**src/design/biou_pkg.sv**
```systemverilog
package biou_pkg;

   localparam int COORD_BITS = 16;
   localparam int FRAC_BITS  = 16;

   localparam int EDGE_W  = COORD_BITS + 1;
   localparam int AREA_W  = 2 * COORD_BITS;
   localparam int DEN_W   = AREA_W + 1;
   localparam int REM_W   = AREA_W + 2;
   localparam int RATIO_W = FRAC_BITS + 1;
   localparam int NUM_CELLS = FRAC_BITS + 1;

   typedef struct packed {
      logic [COORD_BITS-1:0] ref_left;
      logic [COORD_BITS-1:0] ref_top;
      logic [COORD_BITS-1:0] ref_width;
      logic [COORD_BITS-1:0] ref_height;
      logic [COORD_BITS-1:0] det_left;
      logic [COORD_BITS-1:0] det_top;
      logic [COORD_BITS-1:0] det_width;
      logic [COORD_BITS-1:0] det_height;
      logic                  crowd_mode;
   } req_payload_type;

   typedef struct packed {
      logic [RATIO_W-1:0] overlap_ratio;
      logic [AREA_W-1:0]  overlap_area;
      logic               zero_denominator;
   } rsp_payload_type;

   typedef struct packed {
      logic               valid;
      logic [DEN_W-1:0]   den;
      logic [REM_W-1:0]   rem;
      logic [RATIO_W-1:0] quo;
      logic [AREA_W-1:0]  area;
      logic               zero;
   } div_stage_type;

endpackage

```
**src/design/biou_div_cell.sv**
```systemverilog
module biou_div_cell (
   input  logic                    clock,
   input  logic                    reset,
   input  logic                    en,
   input  biou_pkg::div_stage_type in_stage,
   output biou_pkg::div_stage_type out_stage
);

   localparam int RW = biou_pkg::REM_W;
   localparam int QW = biou_pkg::RATIO_W;

   biou_pkg::div_stage_type stage_ff, stage_in;

   always_comb begin
      logic          take;
      logic [RW-1:0] rem_next;
      take     = in_stage.rem >= RW'(in_stage.den);
      rem_next = take ? (in_stage.rem - RW'(in_stage.den)) : in_stage.rem;
      stage_in       = in_stage;
      stage_in.rem   = {rem_next[RW-2:0], 1'b0};
      stage_in.quo   = {in_stage.quo[QW-2:0], take};
   end

   always_ff @(posedge clock) begin
      if (reset) begin
         stage_ff.valid <= 1'b0;
      end else if (en) begin
         stage_ff.valid <= stage_in.valid;
      end
   end

   always_ff @(posedge clock) begin
      if (en) begin
         stage_ff.den  <= stage_in.den;
         stage_ff.rem  <= stage_in.rem;
         stage_ff.quo  <= stage_in.quo;
         stage_ff.area <= stage_in.area;
         stage_ff.zero <= stage_in.zero;
      end
   end

   assign out_stage = stage_ff;

endmodule

```
**config.mk**
```make
export PLATFORM = sky130hd
export DESIGN_NAME = biou_div_cell
export DESIGN_NICKNAME = d
export VERILOG_FILES = /design/src/design/biou_pkg.sv /design/src/design/biou_div_cell.sv
export SDC_FILE = /design/constraint.sdc
export NUM_CORES = 1
export LEC_CHECK = 0
export BUFFER_PORTS_ARGS = -buffer_cell sky130_fd_sc_hd__buf_2
export CORE_MARGIN = 1
export CORE_UTILIZATION = 40
export DETAILED_ROUTE_END_ITERATION = 7
export GPL_ROUTABILITY_DRIVEN = 0
export PLACE_DENSITY = 0.73
export SYNTH_ARGS = -nofsm -noshare
export SYNTH_HDL_FRONTEND = slang
export SYNTH_SLANG_ARGS = --single-unit
```
**constraint.sdc**
```tcl
create_clock -name clock -period 4.6 [get_ports clock]
set_input_delay 0 -clock clock [delete_from_list [all_inputs] [get_ports clock]]
set_output_delay 0 -clock clock [all_outputs]
set_load 0.05 [all_outputs]
```
# [Yosys cells after proc, flatten, opt, wreduce, memory -nomap -nowiden]
# Index checks and enable logic that the tools add are counted.
[classes] order_cmp=1 n_addsub=1 n_mux=1
[ops] cell="$ge A34 B33 Y1" count=1
[ops] cell="$mux W33" count=1
[ops] cell="$sub A33 B33 Y33" count=1
[totals] in_bits=121 ff_bits=117 elab_cells=9 out_inout_bits=118

# [Logic depth before layout (Yosys ltp)]
[depth] depth_word=2 depth_mapped=13 ltp_nobuf=12

# [Least setup slack after synthesis]
# Ideal clock, no wire load.
[synth_path] path_type="input-to-reg" startpoint="in in_stage[50] (netlist bit)" endpoint="reg stage_ff, in the netlist out_stage[83] (data pin)" n_path_buf=0 setup_ns=0.260 t_arrival_ns=2.224 t_required_ns=4.340 setup_slack_ns=2.117 stages=12 cell_sequence="inv_1 -> ha_1 -> inv_1 -> fa_1 -> a21o_1 -> a221oi_2 -> o211ai_1 -> a21o_1 -> a211oi_2 -> o311ai_1 -> xor2_1 -> mux2_2"
[synth_lines] element="start: declaration" line="biou_div_cell.sv:5" source="input biou_pkg::div_stage_type in_stage,"
[synth_lines] element="end: declaration" line="biou_div_cell.sv:12" source="biou_pkg::div_stage_type stage_ff, stage_in;"

==> out/results.ini <==
[outcome]
status=completed

[synth]
async_flop_share=0
synthTopCellsByCount=116 x edfxtp_1, 48 x a21oi_1, 44 x inv_1
seq_area_frac_synth=0.592
ys_ff_latch=117
synthTopCellsByArea=edfxtp_1 59%, ha_1 7.0%, a21oi_1 4.1%, inv_1 2.8%, xnor2_1 2.7%
syn_nets=626
synth_most_common_cell=edfxtp_1
yosysTopAreaCell=edfxtp_1
synth_area_per_cell_um2=12.6
synth_edf_count=116
postSynthCellCount=471
synth_area_um2=5920
yosys.area.top_type_share=0.589
ys.flop_type=edfxtp_1
synth_cell_types=64
synth_warnings=0

[setup_path]
slowest_delay_ps=620
slowest_stage=o21ai_4
reg2regPathDepth=3
worstPathCellList=dlygate4sd3_1 -> buf_2 -> inv_1 -> ha_1 -> inv_1 -> fa_1 -> a21o_1 -> a221oi_2 -> o21ai_2 -> a21oi_2 -> o31a_2 -> o21ai_4 -> buf_4 -> mux2_2
regToRegSetupSlack_ps=3420
path_max_fanout=28
crit_start=in_stage[50]
end_kind=flop
cpMostUsedCell=inv_1
worstReg2RegEnd=out_stage[117]
criticalPathCategory=in2reg
r2r_start=out_stage[117]
start_kind=input pin
cp.required_ps=4770
cp.arrival_ps=3700

[global_routing]
grt_pass1_vias=5302
grt_overflow_total=0
antenna_found_initial=0
grt_first_pass_wirelength_um=27100
grt_util_all_layers=0.241
grt_max_degree=71

[worst_hold_path]
hold_depth=4
min_to=out_stage[81]
hp-class=in2reg
hp-start=in_stage[83]

[drt]
wl_um=18700
vias=5346
drc_errors=0
first_pass_iters=7
wl_per_cell_um=18.1
ant_nets=0
drtIter0Drc=554
vias_per_cell=5.18

[job]
maxCapViolations=0

[die]
pin_count=239
die_y_um=124
fp.dieW_um=124
start_util=0.409
dieArea_um2=15300
placementRows=44
core_um2=14500

[placement]
placed_cell_area_um2=7280
detailedPlacementHpwl_um=11700
io_buffers=236

[sta]
setup_violations=0
finalCritPeriodShare=0.766
grt_setup_unrepaired=no
fmax_mhz=284
slew_viol_final=0
finClkSkew_ps=0
slew_headroom=0.396
hold_viol=0
tightestPinTransition_ps=907
tns_ps=0
min_period_ps=3520

[cts]
h-tree-depth=4
clockRootBuffer=clkbuf_16
clock-sinks=117
clockBufferDepth=2
clock_latency_ps=420
cts_buffers=17
clkTransAtPathRegs_ps=70
cts_setup_buffers=0
postCtsResizedCells=0
cts_tree=built
cts_hold_buf=117

[power_and_ir_drop]
peakVddDrop_uv=234
p_per_area_nw_per_um2=411
leakage_nw=4.05

[final_layout]
diodes=0
synthToLayoutAreaGrowth_pct=52.8
nets=990
finalInstanceArea_um2=9040
largest_reg_flops=117
layout-drive-gt1-share=0.343

[area by class of cell]
class	count	area, um2
Fill cell	1052	5440
Clock buffer	17	425
Timing Repair Buffer	355	2370
Multi-Input combinational cell	300	2180
Inverter	44	165
Sequential cell	117	3500
Tap cell	184	230
Clock inverter	15	170
[through the flow]
| step | setup WS [ps] | utilization | total power [mW] | std cells | hold WS, ps |
|---|---|---|---|---|---|
| floorplan | 2120 | - | 2.03 | 471 | 72.4 |
| global placement | 1290 | 0.503 | 2.26 | 883 | 161 |
| detailed placement | 1240 | 0.503 | 2.28 | 883 | 173 |
| CTS | 1090 | 0.625 | 3.70 | 1032 | 52.0 |
| global route | 861 | 0.625 | 3.84 | 1032 | 68.5 |
| finish | 1080 | 0.625 | 3.72 | 1032 | 86.2 |
[cell families (layout without fill, tap and decap cells)]
logic type / count (synthesis) / in the layout / synth area share
and+or+nand+nor: 96 / 96 / 0.0755
buffers and inverters: 54 / 431 / 0.0397
xor gates and xnor gates: 30 / 30 / 0.0444
other: 1 / 1 / 0.000634
adders and majority gates: 34 / 34 / 0.0732
muxes: 16 / 16 / 0.0307
AOI/OAI and AO/OA: 123 / 123 / 0.144
DFF: 117 / 117 / 0.592
[layer usage]
metal | vias up | track usage | share of wire
li1 | 2481 | - | -
met1 | 2527 | 0.273 | 0.39
met2 | 284 | 0.422 | 0.50
met3 | 54 | 0.0646 | 0.074
met4 | 0 | 0.107 | 0.029
met5 | - | 0 | 0
[cell usage in the layout, fill, tap and decap left out, types with 17 or more instances in the layout]
cell type / Yosys / routed
xnor2_1: 18 / 18
dlygate4sd3_1: 0 / 117
edfxtp_1: 116 / 116
nor2_1: 37 / 37
clkbuf_16: 0 / 17
inv_1: 44 / 44
nand2_1: 22 / 22
a21o_1: 17 / 17
ha_1: 33 / 33
buf_2: 5 / 235
a21oi_1: 48 / 48
[worst max path at each step]
stage | endpoint | slack (ps) | depth (start not counted)
3_3_place_gp | out_stage[52] | 1290 | 13
4_1_cts | out_stage[83] | 1090 | 14
6_report | out_stage[83] | 1080 | 14
5_1_grt | out_stage[83] | 860 | 14
3_5_place_dp | out_stage[83] | 1240 | 11
2_1_floorplan | out_stage[83] | 2120 | 12
[power breakdown]
part | total (mW) | internal [mW] | switching, mW
logic | 1.02 | 0.327 | 0.695
clock network | 1.35 | 0.811 | 0.543
registers | 1.34 | 1.31 | 0.0328
total | 3.72 | 2.44 | 1.27
[critical path, delay by kind of cell]
kind            cells  cell delay [ps]
compound gates      6             1660
mux                 1              380
buf+inv             5             1240
fa+ha+maj           2              400
Note: power is estimated with default switching activity, not from simulation.
