## src/design/biou_pkg.sv

```systemverilog
package biou_pkg;

   localparam int COORD_BITS = 16;
   localparam int FRAC_BITS  = 16;

   localparam int EDGE_W  = COORD_BITS + 1;
   localparam int AREA_W  = 2 * COORD_BITS;
   localparam int DEN_W   = AREA_W + 1;
   localparam int REM_W   = AREA_W + 2;
   localparam int RATIO_W = FRAC_BITS + 1;
   localparam int NUM_CELLS = FRAC_BITS + 1;

   typedef struct packed {
      logic [COORD_BITS-1:0] ref_left;
      logic [COORD_BITS-1:0] ref_top;
      logic [COORD_BITS-1:0] ref_width;
      logic [COORD_BITS-1:0] ref_height;
      logic [COORD_BITS-1:0] det_left;
      logic [COORD_BITS-1:0] det_top;
      logic [COORD_BITS-1:0] det_width;
      logic [COORD_BITS-1:0] det_height;
      logic                  crowd_mode;
   } req_payload_type;

   typedef struct packed {
      logic [RATIO_W-1:0] overlap_ratio;
      logic [AREA_W-1:0]  overlap_area;
      logic               zero_denominator;
   } rsp_payload_type;

   typedef struct packed {
      logic               valid;
      logic [DEN_W-1:0]   den;
      logic [REM_W-1:0]   rem;
      logic [RATIO_W-1:0] quo;
      logic [AREA_W-1:0]  area;
      logic               zero;
   } div_stage_type;

endpackage

```

## src/design/biou_front.sv

```systemverilog
module biou_front (
   input  logic                     clock,
   input  logic                     reset,
   input  logic                     en,
   input  logic                     in_valid,
   input  biou_pkg::req_payload_type in_data,
   output biou_pkg::div_stage_type  out_stage
);

   localparam int CB = biou_pkg::COORD_BITS;
   localparam int EW = biou_pkg::EDGE_W;
   localparam int AW = biou_pkg::AREA_W;
   localparam int DW = biou_pkg::DEN_W;
   localparam int RW = biou_pkg::REM_W;

   // stage a: axis overlaps
   logic          a_valid_ff;
   logic [CB-1:0] a_iw_ff, a_ih_ff, a_rw_ff, a_rh_ff, a_dw_ff, a_dh_ff;
   logic          a_crowd_ff;
   logic [CB-1:0] a_iw_in, a_ih_in;

   // stage b: areas
   logic          b_valid_ff;
   logic [AW-1:0] b_inter_ff, b_ref_ff, b_det_ff;
   logic          b_crowd_ff;

   // stage c: divisor
   biou_pkg::div_stage_type c_ff, c_in;

   function automatic logic [CB-1:0] axis_overlap(
      input logic [CB-1:0] a0, input logic [CB-1:0] alen,
      input logic [CB-1:0] b0, input logic [CB-1:0] blen);
      logic [EW-1:0] lo, hi, ae, be, diff;
      lo = (a0 > b0) ? EW'(a0) : EW'(b0);
      ae = EW'(a0) + EW'(alen);
      be = EW'(b0) + EW'(blen);
      hi = (ae < be) ? ae : be;
      diff = hi - lo;
      return (hi > lo) ? diff[CB-1:0] : '0;
   endfunction

   always_comb begin
      a_iw_in = axis_overlap(in_data.ref_left, in_data.ref_width,
                             in_data.det_left, in_data.det_width);
      a_ih_in = axis_overlap(in_data.ref_top, in_data.ref_height,
                             in_data.det_top, in_data.det_height);
   end

   always_comb begin
      logic [DW-1:0] union_area;
      union_area = DW'(b_ref_ff) + DW'(b_det_ff) - DW'(b_inter_ff);
      c_in.valid = b_valid_ff;
      c_in.den   = b_crowd_ff ? DW'(b_det_ff) : union_area;
      c_in.zero  = b_crowd_ff ? (b_det_ff == '0) : (union_area == '0);
      c_in.rem   = RW'(b_inter_ff);
      c_in.quo   = '0;
      c_in.area  = b_inter_ff;
   end

   always_ff @(posedge clock) begin
      if (reset) begin
         a_valid_ff <= 1'b0;
         b_valid_ff <= 1'b0;
         c_ff.valid <= 1'b0;
      end else if (en) begin
         a_valid_ff <= in_valid;
         b_valid_ff <= a_valid_ff;
         c_ff.valid <= c_in.valid;
      end
   end

   always_ff @(posedge clock) begin
      if (en) begin
         a_iw_ff    <= a_iw_in;
         a_ih_ff    <= a_ih_in;
         a_rw_ff    <= in_data.ref_width;
         a_rh_ff    <= in_data.ref_height;
         a_dw_ff    <= in_data.det_width;
         a_dh_ff    <= in_data.det_height;
         a_crowd_ff <= in_data.crowd_mode;
         b_inter_ff <= AW'(a_iw_ff) * AW'(a_ih_ff);
         b_ref_ff   <= AW'(a_rw_ff) * AW'(a_rh_ff);
         b_det_ff   <= AW'(a_dw_ff) * AW'(a_dh_ff);
         b_crowd_ff <= a_crowd_ff;
         c_ff.den   <= c_in.den;
         c_ff.rem   <= c_in.rem;
         c_ff.quo   <= c_in.quo;
         c_ff.area  <= c_in.area;
         c_ff.zero  <= c_in.zero;
      end
   end

   assign out_stage = c_ff;

endmodule

```

## config.mk

```make
export PLATFORM = sky130hd
export DESIGN_NAME = biou_front
export DESIGN_NICKNAME = d
export VERILOG_FILES = /design/src/design/biou_pkg.sv /design/src/design/biou_front.sv
export SDC_FILE = /design/constraint.sdc
export NUM_CORES = 2
export LEC_CHECK = 0
export ABC_AREA = 1
export BUFFER_PORTS_ARGS = -buffer_cell sky130_fd_sc_hd__buf_2
export CORE_MARGIN = 2
export CORE_UTILIZATION = 35
export DETAILED_ROUTE_END_ITERATION = 12
export SLEW_MARGIN = 20
export SYNTH_ARGS = -nofsm -noshare
export SYNTH_HDL_FRONTEND = slang
export SYNTH_SLANG_ARGS = --single-unit
export TNS_END_PERCENT = 50
```

## constraint.sdc

```tcl
create_clock -name clock -period 5.2 [get_ports clock]
set_input_delay 0.52 -clock clock [delete_from_list [all_inputs] [get_ports clock]]
set_output_delay 0.52 -clock clock [all_outputs]
set_load 0.01 [all_outputs]
```

* After elaboration in Yosys (flattened, before gate mapping)
Index checks and enable logic that the tools add are counted.
** Word-level totals
- Flip-flop bits (word level) :: 263
- Latch bits :: 0
- Memory bits (read-only) :: 0
- Output and inout port bits :: 118
- Memories :: 0
- Input bits :: 133
- Bits in writable memories :: 0
** Operators by class
- Muxes and demuxes :: 6
- Equality and inequality tests :: 0
- $add $sub $neg :: 8
- Reductions and logical operators :: 2
- Magnitude comparators :: 6
- Shifts and indexed selects :: 0
- Div/mod/pow operators :: 0
- Bitwise logic cells :: 0
- Multipliers :: 3
** Operator list (number)
- multiplier 16 x 16 -> 32 bit :: 3
- adder 16 x 16 -> 17 bit :: 4
- greater-than comparator 17 x 16 -> 1 bit :: 2
- less-than comparator 17 bit :: 2
- two-way mux 17 bit :: 2
- adder 32 x 32 -> 33 bit :: 1
- logical NOT 33 bit :: 1
- subtractor 33 x 32 -> 33 bit :: 1
- greater-than comparator 16 bit :: 2
- logical NOT 32 bit :: 1
- two-way mux 16 bit :: 2
- two-way mux 32 bit :: 1
- subtractor 16 bit :: 2
- two-way mux 1 bit :: 1

* Logic depth before layout (Yosys ltp)
- Word-level depth :: 4
- Gate-level depth with buffers :: 37
- Mapped depth without buffers :: 37

* Worst setup path after synthesis
No wires, ideal clock.
- Path kind :: register -> register
- From :: register a_rh_ff[1]
- To :: register b_ref_ff[29], data pin
- Arrival :: 5356 ps
- Clock period less this slack :: 5616 ps
- Slack :: -416 ps
- Path buffers :: 2
- Required time :: 4940 ps
- Cell stages (with the launch flop) :: 26
- Cell sequence :: edfxtp_1 clkbuf_1 clkbuf_1 nand2_1 fa_1 inv_1 fa_1 inv_1 fa_1 inv_1 fa_1 fa_1 inv_1 fa_1 inv_1 ha_1 nand2_1 inv_1 a21oi_1 nand2_1 nand2_1 nand3_1 a21o_1 nand3_1 nand2_1 xor2_1
** On the way
- Cells in the longest elaborated chain, start to end :: 1
** Ends and longest elaborated chain
- start, declared :: line biou_front.sv:18 : logic [CB-1:0] a_iw_ff, a_ih_ff, a_rw_ff, a_rh_ff, a_dw_ff, a_dh_ff;
- start signal, assigned :: line biou_front.sv:77 : a_rh_ff <= in_data.ref_height;
- multiplier 16 x 16 -> 32 bit :: line biou_front.sv:82 : b_ref_ff <= AW'(a_rw_ff) * AW'(a_rh_ff);
- end signal, assigned :: line biou_front.sv:82
- end, declared :: line biou_front.sv:24 : logic [AW-1:0] b_inter_ff, b_ref_ff, b_det_ff;
No other way between the ends.
A chain may end at the register's enable or synchronous reset.

* Final worst setup path
- From :: register a_dw_ff[7]
- To :: register b_det_ff[31], data pin
** On the way
- Cells in the longest elaborated chain, start to end :: 1
** Ends and longest elaborated chain
- start, declared :: line biou_front.sv:18
- start signal, assigned :: line biou_front.sv:78 : a_dw_ff <= in_data.det_width;
- multiplier 16 x 16 -> 32 bit :: line biou_front.sv:83 : b_det_ff <= AW'(a_dw_ff) * AW'(a_dh_ff);
- end signal, assigned :: line biou_front.sv:83
- end, declared :: line biou_front.sv:24
No other way between the ends.

==> impl_results.md <==
- Netlist cell types: 56
- CP Capture Type: flop
- Slowest cell delay on critical path: 550 ps
- Largest area contributor in the synthesized netlist: fa_1
- CP cell instances: buf_6 -> nand2_2 -> inv_2 -> fa_1 -> inv_2 -> fa_2 -> inv_1 -> fa_2 -> fa_2 -> fa_1 -> inv_1 -> fa_1 -> inv_2 -> ha_4 -> nand2_2 -> inv_1 -> a21oi_2 -> inv_1 -> a21oi_1 -> inv_1 -> nand2_1 -> o2111ai_2 -> xor2_2
- Fill cell total of the finished layout: 12,800
- Top post-synthesis cells by area: fa_1, edfxtp_1, ha_1, inv_1, nand2_1
- I/O Pins: 251
- Synth cell count leaders: inv_1, nand2_1, fa_1
- DRC Markers: 0
- FFs w/ async S/R, synth: 0%
- Rel. slew slack: 39.8%
- GR Overflow Total: 0
- MaxCap Viol Count: 0
- Failing checks: negative setup slack
- Outcome: finished, violations left
- CTS Buf Count: 31
- Mean Syn Cell Area: 7.92 um2
- FF+latch count, synth: 263
- Most common cell on crit path: inv_1
- Worst skew pair latency: 630 ps
- Register clock-pin slew on the reported worst setup and hold paths: 70 ps
- Final-report setup violation count: 55
- GRT Resource Usage Total: 21.0%
- Tcrit/Tclk final: 106%
- Fraction of layout cells with a size suffix above 1: 22.0%
- Final hold vios: 0
- Max Freq: 0.182 GHz
- RSZ-0062 raised after global routing: true
- Antenna Nets Post-Route: 0
- Post-layout min period: 5510 ps
- Syn Inst Count: 5,732
- Data arrival, critical path: ~5900 ps
- Setup_tns: -8980 ps
- Vias: 38,300
- Wirelength, routed: about 140,000 um
- First-pass iteration count of the detailed router: 6
- Share of the synthesized area in the top cell type: 27.3%
- Wirelength per Cell: 16.7 um
- Crit path launch type: flop
- Most used DFF post-synth: edfxtp_1
- Largest net degree at the start of global routing: a little over 100
- Hold Path Class: in -> reg
- Die Footprint: 133,000 um2
- Final HPWL DP: 121,000 um
- H-tree Lvls: 1
- CTS tree: yes
- Vias/cell: 4.63
- CP required: 5550 ps
- Register area: about 7900 um2
- First-pass GRT wire length: between 200,000 and 250,000 um
- Initial core utilization: a little over a third
- Ys Warns: 0
- Cell Rows: between 100 and 150
- Final core occ: approximately 44%
- Clk buf depth: 3
- Tightest Pin Transition: 904 ps
- Worst setup margin: -310 ps
- P&R area growth vs syn: 24.9%
- Slowest-stage cell, CP: fa_1
- Initial antenna violation count: 13
- Area of the multi-input gates: roughly 32,000 um2
- CP bufs+invs: 9
- Vias in the first global route: approximately 39,000
- Die Height: 364 um
- IO buf count: 231
- Die width: 364 um
- Post-synth EDFFs: 260
- Setup Skew: roughly 23 ps
- CTS Hold Bufs: 0
- CTS sink count: around 260
- Max Slew Vio Count: 0
- CP Class: reg -> reg
- Fin nets: 7,760
- Most frequent cell after synthesis: inv_1
- Sequential cell area fraction in the yosys report: approximately 17%
- Max Fanout on Critical Path: 4
- Root buffer cell: clkbuf_16
- Number of DRC markers in iteration 0: roughly 2,500
- Post-synthesis cell area: 45,400 um2
- Core area: roughly 130,000 um2
- GPL Wtd Cong: between 0.9 and 1
- Cell family with most CP delay: adder cells
final cells by class:
cell class,count,area share (%)
flip-flops and latches,263,13.9
repair buffers,984,13.1
clock buffers,33,1.38
diodes,5,0.0221
clock inverters,25,0.547
multi-input cells,3696,57.1
well taps,1742,3.84
inverters,1526,10.1
logic make-up (layout without fill, tap and decap cells):
logic type / after synthesis / count (layout) / share of synthesized area (%)
AOI/OAI and AO/OA: 505 / 505 / 6.23
xor gates and xnor gates: 167 / 167 / 3.22
adders and majority gates: 1125 / 1125 / 41.2
buffers and inverters: 1791 / 2568 / 15.3
DFF: 263 / 263 / 17.3
other: 1 / 24 / 0.00826
and+or+nand+nor: 1880 / 1880 / 16.7
state kept, by name (all words and copies together) (netlist names):
| register | cells |
|---|---|
| b_valid_ff | 1 |
| a_rh_ff | 16 |
| b_ref_ff | 32 |
| a_dw_ff | 16 |
| a_rw_ff | 16 |
| b_det_ff | 32 |
| a_dh_ff | 16 |
| b_inter_ff | 32 |
| out_stage | 67 |
| a_crowd_ff | 1 |
| a_ih_ff | 16 |
| a_iw_ff | 16 |
| a_valid_ff | 1 |
| b_crowd_ff | 1 |
per-stage QoR:
| stage | cells | hold WS, ps | setup slack, ps | instance area, um2 |
|---|---|---|---|---|
| final | 8274 | 71.8 | -310 | 56700 |
| after global routing | 8269 | 54.7 | -469 | 56700 |
| after CTS | 8228 | 33.6 | -306 | 55600 |
| after detailed placement | 8115 | 409 | -456 | 53200 |
| after global placement | 8115 | 421 | -439 | 53200 |
| after floorplan | 5750 | 400 | -58.2 | 46500 |
worst paths after layout:
check                           startpoint            to  slack [ps]  cells after the start
worst min-delay path                 reset    b_valid_ff          70                      2
worst min register to register  a_crowd_ff    b_crowd_ff         450                      0
worst max-delay path            a_dw_ff[7]  b_det_ff[31]        -310                     23
worst max register to register  a_dw_ff[7]  b_det_ff[31]        -310                     23
timing repair:
item	in CTS	in global routing
pin swaps	80	105
resized for setup	228	207
setup buffers	56	46
gates cloned	3	0
endpoints found under the setup margin	65	90
per-layer routing:
metal / track usage, % / up-vias / wire [um]
li1: - / 18600 / -
met1: 28.8 / 18600 / 62000
met2: 35.9 / 1001 / 65200
met3: 2.89 / 127 / 8930
met4: 3.25 / 4 / 2370
met5: 0 / - / 25
layout by cell type (no fill, tap or decap), types with 31 or more instances in the layout:
| cell type | Yosys | routed |
|---|---|---|
| xor2_1 | 116 | 109 |
| fa_1 | 620 | 585 |
| ha_4 | 0 | 43 |
| inv_2 | 11 | 79 |
| a21oi_2 | 4 | 42 |
| buf_2 | 2 | 232 |
| xnor2_1 | 51 | 47 |
| nand3_1 | 106 | 99 |
| a21oi_1 | 215 | 164 |
| clkbuf_16 | 0 | 31 |
| o21ai_0 | 148 | 129 |
| buf_4 | 53 | 666 |
| nand4_1 | 31 | 31 |
| o21ai_1 | 34 | 35 |
| inv_1 | 1512 | 1444 |
| nor2_1 | 208 | 181 |
| nand2_2 | 3 | 39 |
| buf_6 | 0 | 55 |
| nand2_1 | 1448 | 1394 |
| ha_1 | 505 | 460 |
| fa_2 | 0 | 35 |
| edfxtp_1 | 260 | 260 |
Power is not shown: default switching activity piles up to over one toggle a cycle in this logic, so the estimate is an artifact.
